<file path="config.mk">
export PLATFORM = sky130hd
export DESIGN_NAME = vqdm_ctrl
export DESIGN_NICKNAME = d
export VERILOG_FILES = /design/src/hw/rtl/vqdm_pkg.sv /design/src/hw/rtl/vqdm_ctrl.sv
export SDC_FILE = /design/constraint.sdc
export NUM_CORES = 1
export LEC_CHECK = 0
export BUFFER_PORTS_ARGS = -buffer_cell sky130_fd_sc_hd__buf_2
export CAP_MARGIN = 20
export CORE_MARGIN = 2
export CORE_UTILIZATION = 40
export DETAILED_ROUTE_END_ITERATION = 12
export PLACE_DENSITY_LB_ADDON = 0.3
export SETUP_SLACK_MARGIN = 0.4
export SLEW_MARGIN = 20
export SYNTH_ARGS = -nofsm -noshare
export SYNTH_HDL_FRONTEND = slang
export SYNTH_SLANG_ARGS = --single-unit
</file>
<file path="constraint.sdc">
create_clock -name clk -period 2 [get_ports clk]
set_input_delay 0.1 -clock clk [delete_from_list [all_inputs] [get_ports clk]]
set_output_delay 0.1 -clock clk [all_outputs]
set_load 0.01 [all_outputs]
</file>
<file path="src/hw/rtl/vqdm_pkg.sv">
// Shared types and constants for the virtqueue descriptor manager.
// Used by the controller, the datapath, the top level and the checker.
// Depends on nothing.
package vqdm_pkg;

  // Default sizing of the descriptor table and of the stored cookies.
  localparam int MAX_QUEUE_DEF   = 256;
  localparam int COOKIE_BITS_DEF = 32;

  // Reset value of the queue size register (log2 of the size).
  localparam logic [3:0] QLOG_RESET = 4'd8;

  // Stream widths, padded to whole bytes.
  localparam int IN_TDATA_W  = 200;
  localparam int OUT_TDATA_W = 216;

  // Result kinds, carried in out_tuser.
  typedef enum logic [2:0] {
    KIND_DESC    = 3'd0,
    KIND_PUBLISH = 3'd1,
    KIND_RECLAIM = 3'd2,
    KIND_EMPTY   = 3'd3,
    KIND_NOFREE  = 3'd4
  } kind_t;

  // Controller states.
  typedef enum logic [2:0] {
    ST_CLEAR,
    ST_IDLE,
    ST_ADD_RD,
    ST_ADD_WR,
    ST_ADD_PUB,
    ST_RC_CHK,
    ST_RC_RD,
    ST_RC_WALK
  } state_t;

  // Datapath operations, one per cycle.
  typedef enum logic [3:0] {
    OP_NONE,
    OP_LATCH,
    OP_CLEAR,
    OP_ADD_FULL,
    OP_ADD_READ,
    OP_ADD_WRITE,
    OP_ADD_PUB,
    OP_RC_NONE,
    OP_RC_START,
    OP_RC_READ,
    OP_RC_STEP,
    OP_RC_FINISH
  } dp_op_t;

  // Status from the datapath to the controller.
  typedef struct packed {
    logic full;        // no free descriptor
    logic no_work;     // used index equals last seen index
    logic chain_end;   // latched add closes its chain
    logic walk_more;   // returned chain continues past current descriptor
    logic clear_last;  // clearing pass writes its final entry
    logic out_free;    // output register can take a beat this cycle
  } dp_stat_t;

  // One input item.
  typedef struct packed {
    logic        cmd;
    logic [63:0] buf_addr;
    logic        buf_write;
    logic [31:0] buf_len;
    logic        chain_end;
    logic [31:0] cookie_in;
    logic [15:0] device_used_index;
    logic [15:0] used_head;
    logic [31:0] used_length;
  } in_beat_t;

  // One result item.
  typedef struct packed {
    kind_t       kind;
    logic [7:0]  slot;
    logic [63:0] desc_address;
    logic [31:0] desc_length;
    logic [1:0]  desc_flag_bits;
    logic [7:0]  head_index;
    logic [15:0] avail_index;
    logic [31:0] cookie_out;
    logic [31:0] returned_length;
    logic [8:0]  freed;
    logic [8:0]  free_count;
    logic        last;
  } out_beat_t;

endpackage

</file>
<file path="src/hw/rtl/vqdm_ctrl.sv">
// Controller state machine of the virtqueue descriptor manager.
// Sequences the datapath through dp_op_t commands; uses vqdm_pkg.
module vqdm_ctrl (
  input  logic              clk,
  input  logic              rst_n,
  input  logic              cfg_wr_en,
  input  logic              in_tvalid,
  input  logic              in_is_reclaim,
  output logic              in_tready,
  input  vqdm_pkg::dp_stat_t stat,
  output vqdm_pkg::dp_op_t  op
);

  vqdm_pkg::state_t state_r, state_nxt;

  // State register; reset starts the clearing pass.
  always_ff @(posedge clk) begin
    if (!rst_n) begin
      state_r <= vqdm_pkg::ST_CLEAR;
    end else begin
      state_r <= state_nxt;
    end
  end

  // Next state and datapath command.
  always_comb begin
    state_nxt = state_r;
    op        = vqdm_pkg::OP_NONE;
    in_tready = 1'b0;
    case (state_r)
      vqdm_pkg::ST_CLEAR: begin
        op = vqdm_pkg::OP_CLEAR;
        if (stat.clear_last) begin
          state_nxt = vqdm_pkg::ST_IDLE;
        end
      end
      vqdm_pkg::ST_IDLE: begin
        in_tready = !cfg_wr_en;
        if (in_tvalid && !cfg_wr_en) begin
          op        = vqdm_pkg::OP_LATCH;
          state_nxt = in_is_reclaim ? vqdm_pkg::ST_RC_CHK : vqdm_pkg::ST_ADD_RD;
        end
      end
      vqdm_pkg::ST_ADD_RD: begin
        if (stat.full) begin
          if (stat.out_free) begin
            op        = vqdm_pkg::OP_ADD_FULL;
            state_nxt = vqdm_pkg::ST_IDLE;
          end
        end else begin
          op        = vqdm_pkg::OP_ADD_READ;
          state_nxt = vqdm_pkg::ST_ADD_WR;
        end
      end
      vqdm_pkg::ST_ADD_WR: begin
        if (stat.out_free) begin
          op        = vqdm_pkg::OP_ADD_WRITE;
          state_nxt = stat.chain_end ? vqdm_pkg::ST_ADD_PUB : vqdm_pkg::ST_IDLE;
        end
      end
      vqdm_pkg::ST_ADD_PUB: begin
        if (stat.out_free) begin
          op        = vqdm_pkg::OP_ADD_PUB;
          state_nxt = vqdm_pkg::ST_IDLE;
        end
      end
      vqdm_pkg::ST_RC_CHK: begin
        if (stat.no_work) begin
          if (stat.out_free) begin
            op        = vqdm_pkg::OP_RC_NONE;
            state_nxt = vqdm_pkg::ST_IDLE;
          end
        end else begin
          op        = vqdm_pkg::OP_RC_START;
          state_nxt = vqdm_pkg::ST_RC_RD;
        end
      end
      vqdm_pkg::ST_RC_RD: begin
        op        = vqdm_pkg::OP_RC_READ;
        state_nxt = vqdm_pkg::ST_RC_WALK;
      end
      vqdm_pkg::ST_RC_WALK: begin
        if (stat.walk_more) begin
          op = vqdm_pkg::OP_RC_STEP;
        end else if (stat.out_free) begin
          op        = vqdm_pkg::OP_RC_FINISH;
          state_nxt = vqdm_pkg::ST_IDLE;
        end
      end
      default: begin
        state_nxt = vqdm_pkg::ST_CLEAR;
      end
    endcase

    // A configuration write restarts the clearing pass.
    if (cfg_wr_en) begin
      op        = vqdm_pkg::OP_NONE;
      state_nxt = vqdm_pkg::ST_CLEAR;
    end
  end

endmodule

</file>
Yosys cells after proc, flatten, opt, wreduce, memory -nomap -nowiden
Cells that the tools add are included.
W data, S select, Z words.
{ "classes": {"eq_ne": 11, "n_mux": 22, "bitwise": 1, "n_reduce_logical": 5} }
{ "op_table": {"columns": ["cell", "n"], "rows": [
  ["$mux W3", 12],
  ["$pmux W4 S8", 1],
  ["$pmux W3 S8", 1],
  ["$mux W4", 5],
  ["$eq A3 B3 Y1 const B", 4],
  ["$ne A2 B2 Y1 const B", 4],
  ["$eq A3 B2 Y1 const B", 2],
  ["$reduce_and A4 Y1", 1],
  ["$eq A3 B1 Y1 const B", 1],
  ["$logic_not A3 Y1", 1],
  ["$mux W1", 2],
  ["$mux W2", 1],
  ["$reduce_or A2 Y1", 1],
  ["$logic_and A1 B1 Y1", 1],
  ["$logic_not A1 Y1", 1],
  ["$not A1 Y1", 1]
]} }
{ "totals": {"reg_bits": 3, "in_bits": 11, "out_inout_bits": 5} }

Longest topological paths before layout
Gate-level depths: netlist (run 1).
{ "depth": {"ltp_word": 5, "mapped_depth": 6} }

Worst setup path before layout (run 1)
No wires, ideal clock.
{ "synth_timing": {"path_kind": "flip-flop to output port", "from": "register state_r[1]", "to": "output op[0]", "arrival_ps": 1161, "required_ps": 1900, "setup_slack_ps": 739, "stages_incl_launch_ff": 6, "n_path_buf": 2, "cell_sequence": "dfxtp_1 > buf_6 > buf_8 > a21oi_2 > nand4_1 > a311oi_1"} }
{ "synth_between": {"elab_chain_cells": 3} }
{ "synth_rtl": {"columns": ["item", "line_no", "text"], "rows": [
  ["start: declaration", "vqdm_ctrl.sv:14", "vqdm_pkg::state_t state_r, state_nxt;"],
  ["start signal: assignment", "vqdm_ctrl.sv:19", "state_r <= vqdm_pkg::ST_CLEAR;"],
  ["start signal: assignment", "vqdm_ctrl.sv:21", "state_r <= state_nxt;"],
  ["$eq A3 B3 Y1, or another cell as far along", "vqdm_ctrl.sv:30", "case (state_r)"],
  ["$pmux W4 S8 (*)", "vqdm_ctrl.sv:30", null],
  ["$mux W4 (*)", "vqdm_ctrl.sv:96", "if (cfg_wr_en) begin"],
  ["end: declaration", "vqdm_ctrl.sv:11", "output vqdm_pkg::dp_op_t op"]
]} }
Every way passes the cells marked *; elsewhere a longest branch is shown, timed or not.

Final worst setup path (run 1)
{ "layout_timing": {"from": "register state_r[2]", "to": "output op[0]"} }
Same word-level chain as after synthesis.

==> results of run 1 <==
## power by group through the flow
stage	Clock, mW	Combinational, mW	Sequential (mW)
6_report	0.116	0.0488	0.0638
5_1_grt	0.122	0.0545	0.0644
4_1_cts	0.116	0.0483	0.0657
3_5_place_dp	0	0.0478	0.0664
3_3_place_gp	0	0.0476	0.0666
2_1_floorplan	0	0.0349	0.0625
## logic make-up (layout without fill, tap and decap cells)
kind of cell | Yosys count | after routing | share of synthesized area [%]
buffers and inverters | 9 | 25 | 15.2
DFF | 3 | 3 | 11.4
and+or+nand+nor | 38 | 38 | 37.4
AOI/OAI and AO/OA | 26 | 26 | 36.0
## path summary, 6_finish.rpt
path         cells after the start  startpoint          to
max                              6  state_r[2]       op[0]
min                              3     stat[1]  state_r[0]
max reg2reg                      5  state_r[1]  state_r[1]
min reg2reg                      2  state_r[0]  state_r[2]
## timing repair
action / in CTS / in global routing
setup buffers: 0 / 2
hold endpoints to repair: 0 / 0
gates cloned: 0 / 0
endpoints found under the setup margin: 5 / 4
gates resized for setup: 2 / 5
pin swaps: 0 / 0
## metal layers
layer / GRT usage [%] / share of wire, % / up-vias
li1: - / - / 312
met5: 0 / 0 / -
met4: 10.0 / 0.89 / 0
met3: 3.33 / 4.4 / 2
met2: 32.9 / 52 / 20
met1: 25.0 / 43 / 283
## through the flow
stage,instance area (sq um),utilization (%),instances,hold slack [ns]
floorplan,528,-,76,0.246
global route,624,49.2,107,0.153
detailed placement,564,44.5,101,0.414
finish,624,49.2,107,0.148
CTS,593,46.7,105,0.149
global placement,564,44.5,101,0.404
## cell type report
cell class / count / area (sq um)
Fill cell: 139 / 644
Multi-Input combinational cell: 64 / 388
Timing Repair Buffer: 19 / 113
Sequential cell: 3 / 67.6
Clock buffer: 4 / 26.3
Tap cell: 15 / 18.8
Inverter: 2 / 11.3
## synthesized netlist by cell type (2+ instances only)
cell | n | area, sq um
a21oi_1 | 7 | 35.0
a31oi_1 | 2 | 12.5
buf_6 | 4 | 45.0
dfxtp_1 | 3 | 60.1
nand2_1 | 9 | 33.8
nand2b_1 | 5 | 31.3
nand4_1 | 2 | 12.5
nor2_1 | 7 | 26.3
nor2b_1 | 4 | 25.0
nor3_1 | 4 | 20.0
o21ai_0 | 2 | 10.0
o21ai_1 | 2 | 10.0
## worst max-delay path, stage by stage (launching register included)
cell	delay (ns)
dfxtp_1	0.33
buf_8	0.16
clkinvlp_4	0.13
nand2_1	0.07
nand3_1	0.07
a311oi_1	0.24
buf_2	0.17
==> flow_metrics.env, run 1 <==
export IMPL_final_common_cell="buf_2"
export IMPL_post_route_period_util_pct=76.2
export IMPL_ctsHoldBuffers=0
export IMPL_vias=617
export IMPL_numCtsBuffers=3
export IMPL_rsz0062_at_grt="yes"
export IMPL_postRouteAntennaNets=0
export IMPL_power_frac_comb_pct=21.3
export IMPL_nets=104
export IMPL_largest_reg_flops=3
export IMPL_power_density_nw_per_um2=367
export IMPL_cp_required_ns=1.90
export IMPL_route_detailed_drc=0
export IMPL_relSlewSlack_pct=80.7
export IMPL_peakVddDrop_uv=134
export IMPL_setup_viol=0
export IMPL_fmax_mhz=656
export IMPL_p_sw_share_pct=31.4
export IMPL_wl_microns=1350
export IMPL_overflow=0
export IMPL_pwr_share_seq_pct=27.8
export IMPL_coreArea_sq_um=1270
export IMPL_start_kind="flop"
export IMPL_cts_tree="done"
export IMPL_syn_num_nets=87
export IMPL_cts_root_buf="clkbuf_4"
export IMPL_synthArstFlopShare_pct=0
export IMPL_drt_initial_drc_count=18
export IMPL_syn_area_sq_um=528
export IMPL_reg_top3="state_r (3)"
export IMPL_io_buffer_count=15
export IMPL_die_x_microns=40.3
export IMPL_outcome="finished clean"
export IMPL_vias_per_cell=5.77
export IMPL_drv_cap=0
export IMPL_start_util_pct=41.6
export IMPL_critPathKind="flop to output port"
export IMPL_fin_crit_ns=1.52
export IMPL_grt_max_degree=21
export IMPL_post_drt_wl_per_cell_microns=12.6
export IMPL_antenna_found_initial=0
export IMPL_ioPinCount=16
export IMPL_insertedDiodeCount=0
export IMPL_endpoint_kind="output port"
export IMPL_htree_num_levels=1
export IMPL_yosysWarnings=0
export IMPL_syn2layout_area_growth_pct=18.2
export IMPL_fp_dieArea_sq_um=1630
export IMPL_dp_hpwl_microns=926
export IMPL_crit_path_max_fanout=20
export IMPL_p_total_mw=0.229
export IMPL_p_clk_share_pct=50.8
export IMPL_final_max_slew_viol_count=0
export IMPL_grtUsageTotal_pct=20.1
export IMPL_ys_seq_area_share_pct=11.4
export IMPL_p_int_mw=0.157
export IMPL_hold_violations=0
export IMPL_final_cell_mix="buf_2 (15), nand2_1 (9), a21oi_1 (7), nor2_1 (7), nand2b_1 (5)"
export IMPL_synth_seq_cells=3
export IMPL_clk_latency_ns=0.25
export IMPL_synth_main_ff_cell="dfxtp_1"
export IMPL_synth_edf_count=0
export IMPL_crit_arrival_ns=1.42
export IMPL_cts_num_sinks=3
export IMPL_tightest_slew_ns=0.286
export IMPL_first_pass_iters=4
export IMPL_tns_ns=0
export IMPL_reg2reg_slack_ns=0.73
export IMPL_grt_pass1_vias=495
export IMPL_place_gp_congestion=0.808
export IMPL_synth_cells=76
export IMPL_p_sw_mw=0.0719
export IMPL_regMostFlops="state_r"
export IMPL_min_path_type="input port to flop"
export IMPL_die_h_microns=40.3
export IMPL_pre_cts_ws_ns=0.536
export IMPL_cts_buffer_depth=2
export IMPL_fin_ws_ns=0.475
export IMPL_fin_skew_ns=0.00995
export IMPL_synth_distinct_cells=37
export IMPL_grt_pass1_wl_microns=2150
export IMPL_rows=13
export IMPL_drive_gt1_share_pct=31.5
export IMPL_leakage_nw=0.249
export IMPL_avgSynthCellArea_sq_um=6.95
export IMPL_path_clk_slew_ns=0.05
(Power assumes the default switching activity.)
==> inputs of run 2 (changes only) <==
Settings changed: ABC_AREA set to 1.
Clock period 2 ns to 1.5 ns, I/O delays scaled along.
==> run 2 against run 1 <==
  * Via count rose by 21%
  * Flip-flop and latch count unchanged
  * Register-to-register slack worse by 0.64 ns
  * Clock skew down 0.0037 ns
  * Clock-buffer cell count is the same
  * Critical path type unchanged
  * Highest routed layer unchanged
  * Critical path depth unchanged
==> flow_metrics.env, run 2 <==
export IMPL_synth_distinct_cells=23
export IMPL_coreArea_sq_um=1320
export IMPL_cp_top_family="flip-flops"
export IMPL_min_path_type="input port to flop"
export IMPL_crit_path_top_delay_cell="dfxtp_4"
export IMPL_synth_top_area_share_pct=15.9
export IMPL_grt_max_degree=11
export IMPL_relSlewSlack_pct=82.5
export IMPL_vias_per_cell=5.39
export IMPL_cts_tree="done"
export IMPL_final_common_cell="nand2_1"
export IMPL_syn_area_sq_um=567
export IMPL_synthArstFlopShare_pct=0
export IMPL_p_total_mw=0.336
export IMPL_rr_worst_depth=10
export IMPL_drv_cap=0
export IMPL_n_fill_cell=109
export IMPL_postPlaceCellArea_sq_um=653
export IMPL_post_drt_wl_per_cell_microns=13.6
export IMPL_seq_area_sq_um=71.3
export IMPL_synth_top_cells_by_area="nand2_1 (16%), dfxtp_1 (11%), inv_1 (9.3%), nor2_1 (8.6%), nand3_1 (7.9%)"
export IMPL_reg2reg_to="state_r[0]"
export IMPL_yosys_area_share_simple_pct=56.5
export IMPL_synth_cells=97
export IMPL_grt_pass1_vias=639
export IMPL_ys_seq_area_share_pct=10.6
export IMPL_overflow=0
export IMPL_synthMuxAreaShare_pct=0
export IMPL_insertedDiodeCount=0
export IMPL_clk_latency_ns=0.23
export IMPL_reg_top3="state_r (3)"
export IMPL_grt_pass1_wl_microns=2790
export IMPL_start_util_pct=43.0
export IMPL_nets=135
export IMPL_synthAdderAreaFrac_pct=0
export IMPL_outcome="finished clean"
export IMPL_postRouteAntennaNets=0
export IMPL_io_buffer_count=15
export IMPL_crit_path_max_fanout=6
export IMPL_start_kind="flop"
export IMPL_place_gp_congestion=0.918
export IMPL_hp_start="rst_n"
export IMPL_multi_input_area_sq_um=462
export IMPL_vias=744
export IMPL_fin_skew_ns=0.00627
export IMPL_syn2layout_area_growth_pct=47.2
export IMPL_fmax_mhz=698
export IMPL_yosys_top_cells_count="nand2_1 (24), inv_1 (14), nor2_1 (13)"
export IMPL_synth_most_common_cell="nand2_1"
export IMPL_cp_num_cells=6
export IMPL_holdPathEnd="state_r[2]"
export IMPL_cts_buffer_depth=2
export IMPL_endpoint_kind="output port"
export IMPL_rsz0062_at_grt="yes"
export IMPL_htree_num_levels=1
export IMPL_die_h_microns=41.6
export IMPL_antenna_found_initial=0
export IMPL_peakVddDrop_uv=445
export IMPL_hold_ws_ns=0.128
export IMPL_fp_dieArea_sq_um=1730
export IMPL_dp_hpwl_microns=1190
export IMPL_hold_violations=0
export IMPL_regMostFlops="state_r"
export IMPL_first_pass_iters=4
export IMPL_final_cell_mix="nand2_1 (23), buf_2 (15), inv_1 (14)"
export IMPL_synth_top_family_by_area="simple AND/OR/NAND/NOR gates"
export IMPL_yosysWarnings=0
export IMPL_syn_num_nets=108
export IMPL_rows=13
export IMPL_path_cells="buf_8, nand4_1, nand2_1, nand2_2, a41oi_2, buf_2"
export IMPL_tightest_slew_ns=0.260
export IMPL_reg2reg_from="state_r[0]"
export IMPL_synth_edf_count=0
export IMPL_path_buf_inv=2
export IMPL_cts_root_buf="clkbuf_4"
export IMPL_post_route_period_util_pct=95.5
export IMPL_synth_compound_area_share_pct=11.9
export IMPL_path_clk_slew_ns=0.04
export IMPL_hold_depth=3
export IMPL_synth_xor_xnor_area_share_pct=0
export IMPL_drt_initial_drc_count=28
export IMPL_route_detailed_drc=0
export IMPL_final_cell_area_sq_um=835
export IMPL_synth_main_ff_cell="dfxtp_1"
export IMPL_die_x_microns=41.6
export IMPL_crit_arrival_ns=1.36
export IMPL_cts_num_sinks=3
export IMPL_cp_required_ns=1.42
export IMPL_ioPinCount=16
export IMPL_post_synth_top_area_cell="nand2_1"
export IMPL_largest_reg_flops=3
export IMPL_setup_viol=0
export IMPL_leakage_nw=0.469
export IMPL_synth_seq_cells=3
export IMPL_wl_microns=1870
export IMPL_ctsHoldBuffers=0
export IMPL_numCtsBuffers=3
export IMPL_drive_gt1_share_pct=47.2
export IMPL_power_density_nw_per_um2=403
export IMPL_reg2reg_slack_ns=0.09
export IMPL_fin_crit_ns=1.43
export IMPL_max_stage_delay_ns=0.37
export IMPL_avgSynthCellArea_sq_um=5.84
export IMPL_grtUsageTotal_pct=20.8
export IMPL_critPathKind="flop to output port"
export IMPL_final_max_slew_viol_count=0
-- run 2: how the worst max path moves through the flow --
stage,from,endpoint,slack [ns]
floorplan,state_r[1],op[0],0.40
global placement,state_r[1],op[0],0.23
detailed placement,state_r[2],op[1],0.21
CTS,state_r[0],op[0],0.10
global route,state_r[1],state_r[0],-0.002
finish,state_r[0],op[1],0.07
-- run 2: what timing repair did --
| action | CTS | global route |
|---|---|---|
| setup endpoints to repair | 8 | 8 |
| pin swaps | 10 | 10 |
| buffers inserted | 6 | 1 |
| gates resized for setup | 18 | 11 |
-- run 2: where the power goes --
group	internal, mW	switching, mW
registers	0.0784	0.00390
clock network	0.0996	0.0403
logic	0.0512	0.0630
-- run 2: worst min-delay path, cell delays in order --
cell     delay, ns
buf_2         0.10
nand2_1       0.09
a21oi_2       0.04
-- run 2: cell families (layout without fill, tap and decap cells) --
group,after synthesis,in the layout
DFF,3,3
buffers and inverters,21,47
AOI/OAI and AO/OA,11,11
and+or+nand+nor,62,62
-- run 2: cell type report --
type | instances | area share, %
Sequential cell | 3 | 8.55
Clock buffer | 4 | 3.15
Inverter | 17 | 9.15
Multi-Input combinational cell | 73 | 55.3
Tap cell | 15 | 2.25
Timing Repair Buffer | 26 | 21.6
-- run 2: layer usage --
| layer | GRT usage (%) | vias up | routed length [microns] |
|---|---|---|---|
| li1 | - | 363 | - |
| met1 | 26.8 | 327 | 732 |
| met2 | 32.2 | 48 | 936 |
| met3 | 4.35 | 6 | 151 |
| met4 | 11.0 | 0 | 53 |
| met5 | 0 | - | 0 |
-- run 2: metrics by stage --
stage / setup TNS, ns / utilization [%] / setup WS [ns] / cells
floorplan: 0 / - / 0.402 / 97
global placement: 0 / 49.6 / 0.226 / 127
detailed placement: 0 / 49.6 / 0.205 / 127
CTS: 0 / 59.6 / 0.101 / 137
global route: -0.00179 / 63.3 / -0.00179 / 138
finish: 0 / 63.3 / 0.0669 / 138
